--- config.mk ---
export PLATFORM = sky130hd
export DESIGN_NAME = sorted_priority_queue_unit
export DESIGN_NICKNAME = d
export VERILOG_FILES = /design/src/hdl/sppq_pkg.sv /design/src/hdl/sppq_ctrl.sv /design/src/hdl/sppq_datapath.sv /design/src/hdl/sorted_priority_queue_unit.sv
export SDC_FILE = /design/constraint.sdc
export NUM_CORES = 1
export LEC_CHECK = 0
export BUFFER_PORTS_ARGS = -buffer_cell sky130_fd_sc_hd__buf_2
export CORE_MARGIN = 2
export CORE_UTILIZATION = 49
export DETAILED_ROUTE_END_ITERATION = 7
export PLACE_DENSITY = 0.64
export SYNTH_ARGS = -nofsm -noshare
export SYNTH_HDL_FRONTEND = slang
export SYNTH_SLANG_ARGS = --single-unit
--- constraint.sdc ---
create_clock -name aclk -period 4.35 [get_ports aclk]
set_clock_uncertainty 0.1 [all_clocks]
set_input_delay 0.2175 -clock aclk [delete_from_list [all_inputs] [get_ports aclk]]
set_output_delay 0.2175 -clock aclk [all_outputs]
set_load 0.02 [all_outputs]
--- src/hdl/sppq_pkg.sv ---
// Shared types and codes for the sorted priority queue unit.
// Used by the controller, the datapath and the top level; no dependencies.
package sppq_pkg;

    // Command codes carried in the input tuser field.
    typedef enum logic [1:0] {
        CMD_PUSH      = 2'd0,
        CMD_POP       = 2'd1,
        CMD_PEEK_HEAD = 2'd2,
        CMD_PEEK_TAIL = 2'd3
    } cmd_t;

    // Result status codes carried in the output tuser field.
    typedef enum logic [1:0] {
        ST_OK        = 2'd0,
        ST_OVERFLOW  = 2'd1,
        ST_UNDERFLOW = 2'd2
    } status_t;

    localparam int ID_W   = 16;
    localparam int TIME_W = 16;
    localparam int PRIO_W = 8;
    localparam int FILL_W = 4;

    // One queued job.
    typedef struct packed {
        logic [ID_W-1:0]   id;
        logic [TIME_W-1:0] exec_time;
        logic [PRIO_W-1:0] prio;
    } slot_t;

    // Controller states.
    typedef enum logic {
        CTL_EMPTY,
        CTL_HOLD
    } ctl_state_t;

    // Command from the controller to the datapath.
    typedef struct packed {
        logic exec;
        cmd_t op;
    } dp_cmd_t;

endpackage

--- src/hdl/sppq_ctrl.sv ---
// Handshake controller for the sorted priority queue unit.
// Depends on sppq_pkg; drives the datapath through a dp_cmd_t.
module sppq_ctrl import sppq_pkg::*; (
    input  logic       aclk,
    input  logic       aresetn,
    input  logic       s_tvalid,
    output logic       s_tready,
    input  logic [1:0] s_tuser,
    output logic       m_tvalid,
    input  logic       m_tready,
    output dp_cmd_t    dp_cmd
);

    ctl_state_t state_reg;
    ctl_state_t state_next;

    always_ff @(posedge aclk) begin
        if (!aresetn) begin
            state_reg <= CTL_EMPTY;
        end else begin
            state_reg <= state_next;
        end
    end

    always_comb begin
        state_next  = state_reg;
        s_tready    = 1'b0;
        m_tvalid    = 1'b0;
        dp_cmd.op   = cmd_t'(s_tuser);
        dp_cmd.exec = 1'b0;
        case (state_reg)
            CTL_EMPTY: begin
                s_tready = 1'b1;
                if (s_tvalid) begin
                    dp_cmd.exec = 1'b1;
                    state_next  = CTL_HOLD;
                end
            end
            CTL_HOLD: begin
                // The result register frees up in the same cycle it is taken,
                // so a new item can be accepted alongside the handoff.
                m_tvalid = 1'b1;
                s_tready = m_tready;
                if (m_tready) begin
                    if (s_tvalid) begin
                        dp_cmd.exec = 1'b1;
                    end else begin
                        state_next = CTL_EMPTY;
                    end
                end
            end
            default: begin
                state_next = CTL_EMPTY;
            end
        endcase
    end

endmodule

--- src/hdl/sppq_datapath.sv ---
// Slot array, fill count and result register of the sorted priority queue.
// Depends on sppq_pkg; commanded by sppq_ctrl.
module sppq_datapath import sppq_pkg::*; #(
    parameter int DEPTH = 8
) (
    input  logic                     aclk,
    input  logic                     aresetn,
    input  dp_cmd_t                  dp_cmd,
    input  logic [ID_W-1:0]          in_id,
    input  logic [TIME_W-1:0]        in_time,
    input  logic [PRIO_W-1:0]        in_prio,
    output slot_t                    res_job,
    output status_t                  res_status,
    output logic [FILL_W-1:0]        res_fill
);

    localparam int CNT_W = $clog2(DEPTH + 1);
    localparam int IDX_W = $clog2(DEPTH);

    slot_t              slot_reg [DEPTH];
    logic [CNT_W-1:0]   count_reg;
    logic [CNT_W-1:0]   count_next;
    logic [CNT_W-1:0]   count_dec;
    logic [IDX_W-1:0]   tail_idx;
    logic [DEPTH-1:0]   ge;
    logic               full;
    logic               empty;
    logic               do_push;
    logic               do_pop;
    slot_t              item;
    slot_t              res_job_next;
    status_t            res_status_next;

    assign full      = (count_reg == CNT_W'(DEPTH));
    assign empty     = (count_reg == '0);
    assign count_dec = count_reg - CNT_W'(1);
    assign tail_idx  = count_dec[IDX_W-1:0];
    assign item      = '{id: in_id, exec_time: in_time, prio: in_prio};
    assign do_push   = dp_cmd.exec && (dp_cmd.op == CMD_PUSH) && !full;
    assign do_pop    = dp_cmd.exec && (dp_cmd.op == CMD_POP) && !empty;

    // Each held slot whose priority is at least the new one keeps its place.
    always_comb begin
        for (int k = 0; k < DEPTH; k++) begin
            ge[k] = (CNT_W'(k) < count_reg) && (slot_reg[k].prio >= in_prio);
        end
    end

    // One compare-and-shift cell per slot.
    for (genvar k = 0; k < DEPTH; k++) begin : g_cell
        slot_t slot_next;
        logic  ins_here;

        if (k == 0) begin : g_head
            assign ins_here = !ge[0];
        end else begin : g_body
            assign ins_here = !ge[k] && ge[k-1];
        end

        always_comb begin
            slot_next = slot_reg[k];
            if (do_push) begin
                if (ins_here) begin
                    slot_next = item;
                end else if (!ge[k]) begin
                    if (k > 0) begin
                        slot_next = slot_reg[(k > 0) ? k - 1 : 0];
                    end
                end
            end else if (do_pop) begin
                if (k < DEPTH - 1) begin
                    slot_next = slot_reg[(k < DEPTH - 1) ? k + 1 : k];
                end
            end
        end

        always_ff @(posedge aclk) begin
            if (do_push || do_pop) begin
                slot_reg[k] <= slot_next;
            end
        end
    end

    always_comb begin
        count_next      = count_reg;
        res_job_next    = '0;
        res_status_next = ST_OK;
        case (dp_cmd.op)
            CMD_PUSH: begin
                if (full) begin
                    res_status_next = ST_OVERFLOW;
                end else begin
                    count_next = count_reg + CNT_W'(1);
                end
            end
            CMD_POP: begin
                if (empty) begin
                    res_status_next = ST_UNDERFLOW;
                end else begin
                    res_job_next = slot_reg[0];
                    count_next   = count_dec;
                end
            end
            CMD_PEEK_HEAD: begin
                if (empty) begin
                    res_status_next = ST_UNDERFLOW;
                end else begin
                    res_job_next = slot_reg[0];
                end
            end
            CMD_PEEK_TAIL: begin
                if (empty) begin
                    res_status_next = ST_UNDERFLOW;
                end else begin
                    res_job_next = slot_reg[tail_idx];
                end
            end
            default: begin
                res_status_next = ST_UNDERFLOW;
            end
        endcase
    end

    always_ff @(posedge aclk) begin
        if (!aresetn) begin
            count_reg <= '0;
        end else if (dp_cmd.exec) begin
            count_reg <= count_next;
        end
    end

    always_ff @(posedge aclk) begin
        if (dp_cmd.exec) begin
            res_job    <= res_job_next;
            res_status <= res_status_next;
            res_fill   <= FILL_W'(count_next);
        end
    end

endmodule

--- src/hdl/sorted_priority_queue_unit.sv ---
// A result item appears on the master side in the cycle after its command is accepted.
// Throughput: one item per cycle while m_tready stays high; the slot cells insert or remove an item in a single update.
// A held result does not block input: the next item is accepted in the cycle the result is taken.
// Reset (aresetn low, synchronous) empties the queue and drops any pending result.
// Slot contents are not cleared by reset; only slots below the fill count are ever read.
module sorted_priority_queue_unit import sppq_pkg::*; #(
    parameter int DEPTH = 8
) (
    input  logic        aclk,
    input  logic        aresetn,
    input  logic        s_tvalid,
    output logic        s_tready,
    // s_tdata, low bit up: job_id[15:0], exec_time[31:16], job_priority[39:32]
    input  logic [39:0] s_tdata,
    // s_tuser: command[1:0]
    input  logic [1:0]  s_tuser,
    output logic        m_tvalid,
    input  logic        m_tready,
    // m_tdata, low bit up: out_id[15:0], out_time[31:16], out_priority[39:32],
    // fill_count[43:40], zero pad[47:44]
    output logic [47:0] m_tdata,
    // m_tuser: status[1:0]
    output logic [1:0]  m_tuser
);

    dp_cmd_t           dp_cmd;
    slot_t             res_job;
    status_t           res_status;
    logic [FILL_W-1:0] res_fill;

    // The controller owns the handshake; the datapath holds the sorted slots,
    // the fill count and the result register.
    sppq_ctrl u_ctrl (
        .aclk     (aclk),
        .aresetn  (aresetn),
        .s_tvalid (s_tvalid),
        .s_tready (s_tready),
        .s_tuser  (s_tuser),
        .m_tvalid (m_tvalid),
        .m_tready (m_tready),
        .dp_cmd   (dp_cmd)
    );

    sppq_datapath #(
        .DEPTH (DEPTH)
    ) u_datapath (
        .aclk       (aclk),
        .aresetn    (aresetn),
        .dp_cmd     (dp_cmd),
        .in_id      (s_tdata[15:0]),
        .in_time    (s_tdata[31:16]),
        .in_prio    (s_tdata[39:32]),
        .res_job    (res_job),
        .res_status (res_status),
        .res_fill   (res_fill)
    );

    // Pack the result item; the job fields are zero for a push and on underflow.
    assign m_tdata = {4'd0, res_fill, res_job.prio, res_job.exec_time, res_job.id};
    assign m_tuser = res_status;

`ifndef SYNTHESIS
    localparam logic [FILL_W-1:0] FILL_AT_DEPTH = FILL_W'(DEPTH);

    // An accepted item always produces a result in the next cycle.
    assert property (@(posedge aclk) disable iff (!aresetn)
        (s_tvalid && s_tready) |=> m_tvalid)
        else $error("accepted item did not produce a result");

    // An overflow can only be reported when the queue is full.
    assert property (@(posedge aclk) disable iff (!aresetn)
        (m_tvalid && (m_tuser == ST_OVERFLOW)) |-> (m_tdata[43:40] == FILL_AT_DEPTH))
        else $error("overflow reported with free slots");

    // An underflow reports an empty queue and zero job fields.
    assert property (@(posedge aclk) disable iff (!aresetn)
        (m_tvalid && (m_tuser == ST_UNDERFLOW)) |->
        ((m_tdata[43:40] == '0) && (m_tdata[39:0] == '0)))
        else $error("underflow result not empty or not zeroed");

    // A result that is taken without a new item leaves the output empty.
    assert property (@(posedge aclk) disable iff (!aresetn)
        (m_tvalid && m_tready && !s_tvalid) |=> !m_tvalid)
        else $error("result repeated after handoff");
`endif

endmodule

==> results by group, run 1 <==
Finish
  – # nets final: 2055
  – Diodes inserted: 0
  – Multi-input logic area: 0.0100 mm2
  – Max reg flops: 320
  – Filler cells: between 3000 and 4000
  – Sequential cell area: 0.0111 mm2
  – Synth-to-Final Area Change: 14.5%
  – Share of cells above drive strength 1: 0.232

Critical path
  – CP arrival: 3.64 ns
  – Critical R2R Capture: u_datapath.slot_reg[5][32]$_DFFE_PP_
  – Reg2reg start: u_datapath.slot_reg[4][0]$_DFFE_PP_
  – Critical Path RT: 4.56 ns
  – Worst path slowest cell: a211o_4
  – Register-to-register setup slack: about 0.92 ns
  – Max FO, Critical Path: 52
  – Reg2Reg Depth: 8
  – WS Path Type: reg2reg
  – Crit-path leading delay family: compound AO/OA/AOI/OAI gates
  – Buf/Inv on CP: 2
  – CP Launch Type: flip-flop
  – CP endpoint kind: flip-flop
  – Worst-path cell chain: inv_1 -> ha_1 -> nand2b_1 -> a2111o_1 -> a21oi_1 -> a211o_4 -> buf_4 -> o211ai_2
  – Max stage delay on crit path: 0.84 ns

Floorplan
  – DIE AREA: approximately 0.046 mm2
  – Die X: 215 um
  – Core footprint: 0.0440 mm2
  – # rows: 77
  – Die Y: ~210 um
  – Ports: 98
  – Initial Util: 0.495

CTS
  – Clock root cell: clkbuf_16
  – CTS Buffer Depth: 3
  – Clock slew at reported path FFs: around 0.060 ns
  – Clk sinks: 371
  – H-tree levels: 2
  – Clk_lat worst skew: 0.59 ns
  – Setup repair bufs after CTS: 0
  – Num CTS Buffers: 42
  – Post-CTS Resized: 0
  – CTS tree: built

Power and ir drop
  – Total power density per cell area: 396 mW/mm2
  – Combinational fraction of design power: 0.175
  – Sw frac: 0.274
  – Switching power: 2.70 mW
  – Sequential share of power: 0.437
  – VDD IR max: 0.326 mV
  – Static leakage: 8.92 nW
  – Clock share of power: 0.388
  – P_int: ~7.2 mW

Detailed routing
  – Met2 routed WL: 30000 um
  – DR vias/cell: 6.46
  – Iter 0 DRT Violations: 2031
  – ANT nets after route: 0
  – Routed vias: 16560
  – Total Wirelength: approximately 64000 um
  – 1st-pass router iterations: 5
  – Length of routed wiring on met1: roughly 27000 um
  – Per-cell routed wire length: 25.0 um
  – Uppermost layer routed: met4
  – Metal3 WL: ~5000 um
  – DRC Markers: 0

Worst hold path
  – Worst Hold Class: in2reg
  – Hold_sp: s_tdata[32]
  – Hold path cells: 2
  – Min-Delay Endpoint: u_datapath.slot_reg[7][0]$_DFFE_PP_

STA
  – Worst relative slew slack: 0.284
  – Hold WS: 0.0663 ns
  – Pins Over Slew Limit: 0
  – RSZ-0062 raised after global routing: no
  – Period utilisation layout: 0.788
  – Slew @ Worst Pin: ~1.1 ns
  – Max Fclk: 292 MHz
  – Final Hold Viols: 0
  – Setup violators final: 0
  – Final setup margin: approximately 0.92 ns
  – Fin Setup TNS: 0 ns
  – Crit path time final: ~3.4 ns

Logic synthesis
  – Synth top area share: 0.505
  – Synthesized area per cell: ~12 um2
  – Seq cells post-synth: 371
  – FFs w/ async S/R, synth: 0
  – Post-synth top area cell: edfxtp_1
  – Ys Warns: 0
  – EDFF count, synth: between 300 and 400
  – Cell count after synthesis: 1865
  – Ys flop type: edfxtp_1
  – Most frequent cell after synthesis: nand2_1
  – Synth top cells by count: nand2_1 (374), edfxtp_1 (366), nand3_1 (162), o211ai_1 (161), clkbuf_1 (82)
  – Mapped Area: around 0.022 mm2
  – Post-synth cell types: 59
  – Sequential element share of the synthesized area: 0.509
  – Largest cells by area after synthesis: edfxtp_1 (50%), mux4_2 (8.3%), nand2_1 (6.4%)

Place
  – Port Buf Inserts: 93
  – GPL Wtd Cong: 0.899
  – Pre-CTS setup slack: 0.944 ns
  – Post-detail-place hpwl: 36300 um

Global route
  – Gr ovfl total: 0
  – Vias in the first global route: roughly 16000
  – Global-route wire length before repair: 97700 um
  – Initial antenna violation count: 0
  – Pin count of the biggest net entering global routing: 97
  – GR Util All Layers: 0.275

Run status
  – Status: completed

Run
  – Max-cap violations: 0
[cell families (layout without fill, tap and decap cells)]
kind of cell / after synthesis / in the layout / synth area share
muxes: 200 / 200 / 0.142
adders and majority gates: 72 / 72 / 0.0414
xor gates and xnor gates: 2 / 2 / 0.000804
and+or+nand+nor: 674 / 674 / 0.142
DFF: 371 / 371 / 0.509
buffers and inverters: 184 / 286 / 0.0386
AOI/OAI and AO/OA: 361 / 361 / 0.126
other: 1 / 4 / 0.000172
[worst max path at each step]
| stage | startpoint | to | slack, ns | cells past startpoint |
|---|---|---|---|---|
| floorplan | u_datapath.count_reg[0]$_SDFFE_PN0P_ | u_datapath.slot_reg[5][0]$_DFFE_PP_ | -0.12 | 10 |
| global placement | u_datapath.slot_reg[4][0]$_DFFE_PP_ | u_datapath.slot_reg[5][33]$_DFFE_PP_ | 1.01 | 8 |
| detailed placement | u_datapath.slot_reg[4][0]$_DFFE_PP_ | u_datapath.slot_reg[5][32]$_DFFE_PP_ | 0.94 | 8 |
| CTS | u_datapath.slot_reg[4][0]$_DFFE_PP_ | u_datapath.slot_reg[5][32]$_DFFE_PP_ | 0.93 | 8 |
| global route | u_datapath.slot_reg[4][0]$_DFFE_PP_ | u_datapath.slot_reg[5][32]$_DFFE_PP_ | 0.79 | 8 |
| finish | u_datapath.slot_reg[4][0]$_DFFE_PP_ | u_datapath.slot_reg[5][32]$_DFFE_PP_ | 0.92 | 8 |
[layout make-up]
| class | instances | area share |
|---|---|---|
| repair buffers | 181 | 0.0604 |
| flip-flops and latches | 371 | 0.445 |
| inverters | 28 | 0.00422 |
| well taps | 592 | 0.0297 |
| clock buffers | 50 | 0.0459 |
| multi-input cells | 1313 | 0.402 |
| clock inverters | 27 | 0.0127 |
[power groups by stage]
stage                     logic, mW  clock network (mW)  registers (mW)
final                          1.73                3.83            4.31
after CTS                      1.72                3.89            4.30
after global placement         1.67                   0            4.37
after floorplan                1.09                   0            4.39
after global routing           1.85                4.01            4.33
after detailed placement       1.68                   0            4.38
[worst register-to-register path: stages, from the launching register on]
cell and delay [ns]:
edfxtp_1 0.44, inv_1 0.11, ha_1 0.22, nand2b_1 0.15, a2111o_1 0.40, a21oi_1 0.42, a211o_4 0.84, buf_4 0.39
o211ai_2 0.10
[timing repair]
action | in CTS | in global routing
hold endpoints to repair | 97 | 0
endpoints found under the setup margin | 0 | 0
hold buffers | 42 | 0
[layout by cell type, fill, tap and decap left out, types with 30 or more instances in the layout]
master,netlist,routed
nand2_1,374,373
ha_1,72,69
buf_2,48,93
dlygate4sd3_1,0,42
o211ai_2,39,39
nand3_1,162,162
mux4_2,80,80
a22oi_1,40,40
edfxtp_1,366,366
mux2i_1,41,41
nor2_1,56,52
nand3_2,40,40
o211ai_1,161,161
o21ai_0,30,30
clkbuf_16,0,45
mux2_2,70,70
[metal layers]
metal | up-vias | GRT usage
li1 | 7313 | -
met1 | 8270 | 0.388
met2 | 830 | 0.435
met3 | 147 | 0.0446
met4 | 0 | 0.0917
met5 | - | 0
[stage by stage]
stage          cells   util  power, mW  area (um2)
5_1_grt         2562  0.566       10.2       24900
4_1_cts         2562  0.566       9.92       24900
3_3_place_gp    2443  0.524       6.04       23000
2_1_floorplan   1868      -       5.47       21800
3_5_place_dp    2443  0.524       6.06       23000
6_report        2562  0.566       9.87       24900
Note: power is estimated with default switching activity, not from simulation.
==> run 2: changes to the inputs <==
==> constraint.sdc (replaced) <==
create_clock -name aclk -period 3 [get_ports aclk]
set_clock_uncertainty 0.1 [all_clocks]
set_input_delay 0.15 -clock aclk [delete_from_list [all_inputs] [get_ports aclk]]
set_output_delay 0.15 -clock aclk [all_outputs]
set_load 0.02 [all_outputs]
==> results by group, run 2 (synthesis results as in run 1) <==
CTS
  – Clock slew at reported path FFs: 0.06 ns
  – Clock root cell: clkbuf_16
  – H-tree levels: 2
  – Setup repair bufs after CTS: 0
  – CTS Buffer Depth: 3
  – Num CTS Buffers: between 40 and 50
  – Clk sinks: 371
  – Clk_lat worst skew: around 0.57 ns
  – CTS tree: built

Global route
  – Vias in the first global route: 16411
  – GR Util All Layers: 0.274
  – Pin count of the biggest net entering global routing: approximately 120
  – Global-route wire length before repair: 98100 um
  – Initial antenna violation count: 0
  – Gr ovfl total: 0

Finish
  – Sequential cell area: 0.0111 mm2
  – Multi-input logic area: 0.0100 mm2
  – Diodes inserted: 0
  – Most frequent cells in the layout: nand2_1 (371), edfxtp_1 (366), nand3_1 (162)
  – Share of cells above drive strength 1: 0.246
  – Synth-to-Final Area Change: 15.8%
  – Max reg flops: 320
  – Commonest non-fill, non-tap cell in the layout: nand2_1
  – # nets final: roughly 2100
  – Filler cells: roughly 3700

Critical path
  – Reg2Reg Depth: 9
  – Max FO, Critical Path: 30
  – Register-to-register setup slack: 0.11 ns
  – WS Path Type: reg2reg
  – CP arrival: 3.09 ns
  – CP Launch Type: flip-flop
  – Critical R2R Capture: u_datapath.slot_reg[5][11]$_DFFE_PP_
  – Critical Path RT: 3.20 ns
  – CP endpoint kind: flip-flop
  – Reg2reg start: u_datapath.slot_reg[5][0]$_DFFE_PP_

Detailed routing
  – 1st-pass router iterations: 5
  – Iter 0 DRT Violations: 1642
  – DR vias/cell: 6.45
  – Routed vias: 16709
  – Total Wirelength: roughly 64000 um
  – DRC Markers: 0
  – ANT nets after route: 0
  – Per-cell routed wire length: 24.6 um

Place
  – Port Buf Inserts: 93
  – Post-detail-place hpwl: a little under 40000 um
  – GPL Wtd Cong: 0.912

Run status
  – Status: completed

STA
  – Setup violators final: 0
  – Max Fclk: 346 MHz
  – Pins Over Slew Limit: 0
  – Final Hold Viols: 0
  – Period utilisation layout: 0.962
  – Worst relative slew slack: 0.355
  – Hold WS: between 0.04 and 0.05 ns
  – Crit path time final: about 2.9 ns
  – Slew @ Worst Pin: roughly 0.97 ns
  – RSZ-0062 raised after global routing: no
  – Fin Setup TNS: 0 ns

Floorplan
  – Core footprint: 0.0440 mm2
  – Ports: 98
  – Initial Util: 0.495
  – DIE AREA: 0.0462 mm2
  – Die X: 215 um
  – Die Y: roughly 210 um
  – # rows: 77

Worst hold path
  – Min-Delay Endpoint: u_datapath.slot_reg[7][0]$_DFFE_PP_
  – Worst Hold Class: in2reg
  – Hold_sp: s_tdata[32]
  – Hold path cells: 2

Power and ir drop
  – VDD IR max: between 0.4 and 0.5 mV
  – Static leakage: 9.07 nW
  – Total power density per cell area: between 500 and 600 mW/mm2
  – Final Power: around 14 mW

Run
  – Max-cap violations: 0
-- run 2: per-layer routing --
| layer | vias up | share of wire | track usage | wire length [um] |
|---|---|---|---|---|
| met5 | - | 0 | 0 | 0 |
| met4 | 0 | 0.029 | 0.0921 | 1870 |
| met3 | 129 | 0.081 | 0.0429 | 5200 |
| met2 | 788 | 0.46 | 0.426 | 29300 |
| met1 | 8393 | 0.43 | 0.393 | 27500 |
| li1 | 7399 | - | - | - |
-- run 2: per-stage QoR --
stage / util / worst slack (ns) / instance area, um2 / instances
detailed placement: 0.535 / 0.0791 / 23600 / 2482
global route: 0.573 / 0.0315 / 25200 / 2592
CTS: 0.572 / 0.103 / 25200 / 2592
finish: 0.573 / 0.114 / 25200 / 2592
floorplan: - / 0.0332 / 21900 / 1868
global placement: 0.535 / 0.100 / 23600 / 2482
-- run 2: power breakdown --
part / internal [mW] / leakage, nW / switching (mW)
sequential: 6.06 / 3.46 / 0.188
combinational: 1.10 / 5.01 / 1.52
clock: 2.72 / 0.604 / 2.11
-- run 2: worst max-delay path by stage --
stage	from	endpoint	slack, ns	depth (start not counted)
finish	u_datapath.slot_reg[5][0]$_DFFE_PP_	u_datapath.slot_reg[5][11]$_DFFE_PP_	0.11	9
global route	u_datapath.slot_reg[5][0]$_DFFE_PP_	u_datapath.slot_reg[5][11]$_DFFE_PP_	0.03	9
CTS	u_datapath.slot_reg[2][6]$_DFFE_PP_	u_datapath.slot_reg[2][19]$_DFFE_PP_	0.10	9
detailed placement	s_tdata[39]	u_datapath.slot_reg[2][19]$_DFFE_PP_	0.08	11
global placement	s_tdata[39]	u_datapath.slot_reg[2][17]$_DFFE_PP_	0.10	11
floorplan	u_datapath.count_reg[0]$_SDFFE_PN0P_	u_datapath.slot_reg[0][0]$_DFFE_PP_	0.03	12
-- run 2: worst max-delay path, stage by stage, from the launching register on --
cell,delay (ns)
edfxtp_1,0.40
inv_1,0.10
ha_1,0.22
nand2b_1,0.14
a2111o_1,0.42
a221o_1,0.41
a211o_4,0.42
buf_12,0.21
nand3_2,0.10
o211ai_2,0.08
-- run 2: layout make-up --
cell class                      count  area share
Tap cell                          592      0.0294
Clock buffer                       58      0.0466
Multi-Input combinational cell   1313       0.398
Sequential cell                   371       0.440
Inverter                           28     0.00442
Clock inverter                     10     0.00218
Timing Repair Buffer              220      0.0794
-- run 2: repair_timing --
action / 4_1_cts / 5_1_grt
gates resized for setup: 0 / 4
hold buffers: 42 / 0
setup endpoints to repair: 0 / 33
endpoints found under the hold margin: 119 / 0
==> run 3: changes to the inputs <==
--- a/config.mk
+++ b/config.mk
@@ -9,7 +9,7 @@
 export CORE_MARGIN = 2
 export CORE_UTILIZATION = 49
 export DETAILED_ROUTE_END_ITERATION = 7
-export PLACE_DENSITY = 0.64
+export PLACE_DENSITY = 0.68
 export SYNTH_ARGS = -nofsm -noshare
 export SYNTH_HDL_FRONTEND = slang
 export SYNTH_SLANG_ARGS = --single-unit
==> results by group, run 3 (synthesis results as in run 1) <==
CTS
  – Clock slew at reported path FFs: approximately 0.06 ns
  – Num CTS Buffers: 42
  – CTS Buffer Depth: 3
  – Clk sinks: 371
  – H-tree levels: 2
  – CTS tree: built
  – Clk_lat worst skew: roughly 0.59 ns
  – Clock root cell: clkbuf_16

Detailed routing
  – 1st-pass router iterations: 7
  – ANT nets after route: 0
  – Routed vias: 16855
  – Iter 0 DRT Violations: ~1900
  – Total Wirelength: 64500 um
  – Per-cell routed wire length: 24.8 um
  – DR vias/cell: 6.48
  – DRC Markers: 0

STA
  – Setup violators final: 0
  – Final Hold Viols: 0
  – Fin Setup TNS: 0 ns
  – Final setup margin: 0.101 ns
  – Pins Over Slew Limit: 0
  – Slew @ Worst Pin: 0.844 ns
  – Worst relative slew slack: 0.438
  – Period utilisation layout: 0.966
  – Crit path time final: 2.90 ns
  – Max Fclk: approximately 340 MHz
  – RSZ-0062 raised after global routing: no

Place
  – Port Buf Inserts: 93
  – Pre-CTS setup slack: 0.0661 ns
  – Post-detail-place hpwl: 38500 um
  – GPL Wtd Cong: 0.937
  – Placed inst area: 0.0234 mm2

Critical path
  – CP endpoint kind: flip-flop
  – Critical Path RT: about 3.2 ns
  – CP Launch Type: flip-flop
  – Max FO, Critical Path: 18
  – Register-to-register setup slack: about 0.10 ns
  – CP arrival: 3.10 ns
  – WS Path Type: reg2reg

Finish
  – Post-Layout Inst Area: around 0.025 mm2
  – Filler cells: 3624
  – Multi-input logic area: 0.0100 mm2
  – Final core occ: 0.574
  – Share of cells above drive strength 1: 0.248
  – Commonest non-fill, non-tap cell in the layout: nand2_1
  – Max reg flops: 320
  – Sequential cell area: 0.0111 mm2
  – # nets final: 2098
  – Synth-to-Final Area Change: 16.0%
  – Most frequent cells in the layout: nand2_1 (371), edfxtp_1 (366), nand3_1 (162)

Floorplan
  – Core footprint: roughly 0.044 mm2
  – # rows: 77
  – Initial Util: 0.495
  – Die X: 215 um
  – DIE AREA: 0.0462 mm2
  – Die Y: about 210 um
  – Ports: 98

Global route
  – Pin count of the biggest net entering global routing: approximately 110
  – Initial antenna violation count: 1
  – Gr ovfl total: 0
  – GR Util All Layers: 0.276
  – Vias in the first global route: 16705
  – Global-route wire length before repair: 99200 um

Power and ir drop
  – VDD IR max: around 0.32 mV
  – Static leakage: 9.10 nW
  – Final Power: 13.9 mW
  – Total power density per cell area: around 550 mW/mm2

Run status
  – Status: completed

Run
  – Max-cap violations: 0

Worst hold path
  – Worst Hold Class: in2reg
run 3: cell count changes in the layout (fill, tap and decap cells not counted), sizes merged:
cell | previous run | this run
buf | 178 | 181
bufinv | 0 | 3
clkbuf | 58 | 53
clkinv | 8 | 14
clkinvlp | 2 | 4
diode | 0 | 1
run 3: final timing paths:
kind / from / endpoint / depth (start not counted)
worst max register to register: u_datapath.slot_reg[2][7]$_DFFE_PP_ / u_datapath.slot_reg[2][13]$_DFFE_PP_ / 9
worst max-delay path: u_datapath.slot_reg[2][7]$_DFFE_PP_ / u_datapath.slot_reg[2][13]$_DFFE_PP_ / 9
worst min-delay path: s_tdata[32] / u_datapath.slot_reg[7][0]$_DFFE_PP_ / 3
worst min register to register: u_datapath.slot_reg[7][17]$_DFFE_PP_ / u_datapath.slot_reg[6][17]$_DFFE_PP_ / 2
run 3: through the flow:
stage          hold WS, ns  cells
4_1_cts             0.0202   2588
5_1_grt             0.0547   2601
6_report            0.0435   2602
2_1_floorplan        0.178   1868
3_5_place_dp         0.319   2473
3_3_place_gp         0.307   2473
run 3: area by class of cell:
| class | instances | share of cell area |
|---|---|---|
| Sequential cell | 371 | 0.439 |
| Multi-Input combinational cell | 1313 | 0.397 |
| Timing Repair Buffer | 224 | 0.0790 |
| Clock buffer | 52 | 0.0431 |
| Tap cell | 592 | 0.0293 |
| Clock inverter | 21 | 0.00772 |
| Inverter | 28 | 0.00456 |
| Antenna cell | 1 | 0.0000990 |
run 3: what timing repair did:
| item | CTS | global route |
|---|---|---|
| resized for setup | 0 | 8 |
| endpoints found under the hold margin | 123 | 0 |
| buffers inserted | 0 | 12 |
| endpoints found under the setup margin | 0 | 37 |
| hold buffers | 42 | 0 |
run 3: where the power goes:
group | total (mW) | internal (mW) | switching (mW) | leakage (nW)
clock | 5.01 | 2.83 | 2.18 | 0.622
combinational | 2.61 | 1.08 | 1.53 | 5.02
sequential | 6.25 | 6.05 | 0.197 | 3.46
run 3: critical path, cell delays in order, from the launching register on:
cell	delay [ns]
edfxtp_1	0.46
ha_1	0.34
and2_1	0.18
a221oi_2	0.28
o21ai_1	0.18
a211oi_4	0.31
buf_4	0.17
clkbuf_16	0.24
mux2i_1	0.24
o21ai_1	0.08
run 3: per-layer routing:
layer,wire length [um],track usage,part of all wire,vias to the layer above
met5,0,0,0,-
met2,29800,0.434,0.46,890
met3,5940,0.0528,0.092,148
met4,2020,0.0935,0.031,0
met1,26700,0.386,0.41,8423
li1,-,-,-,7394
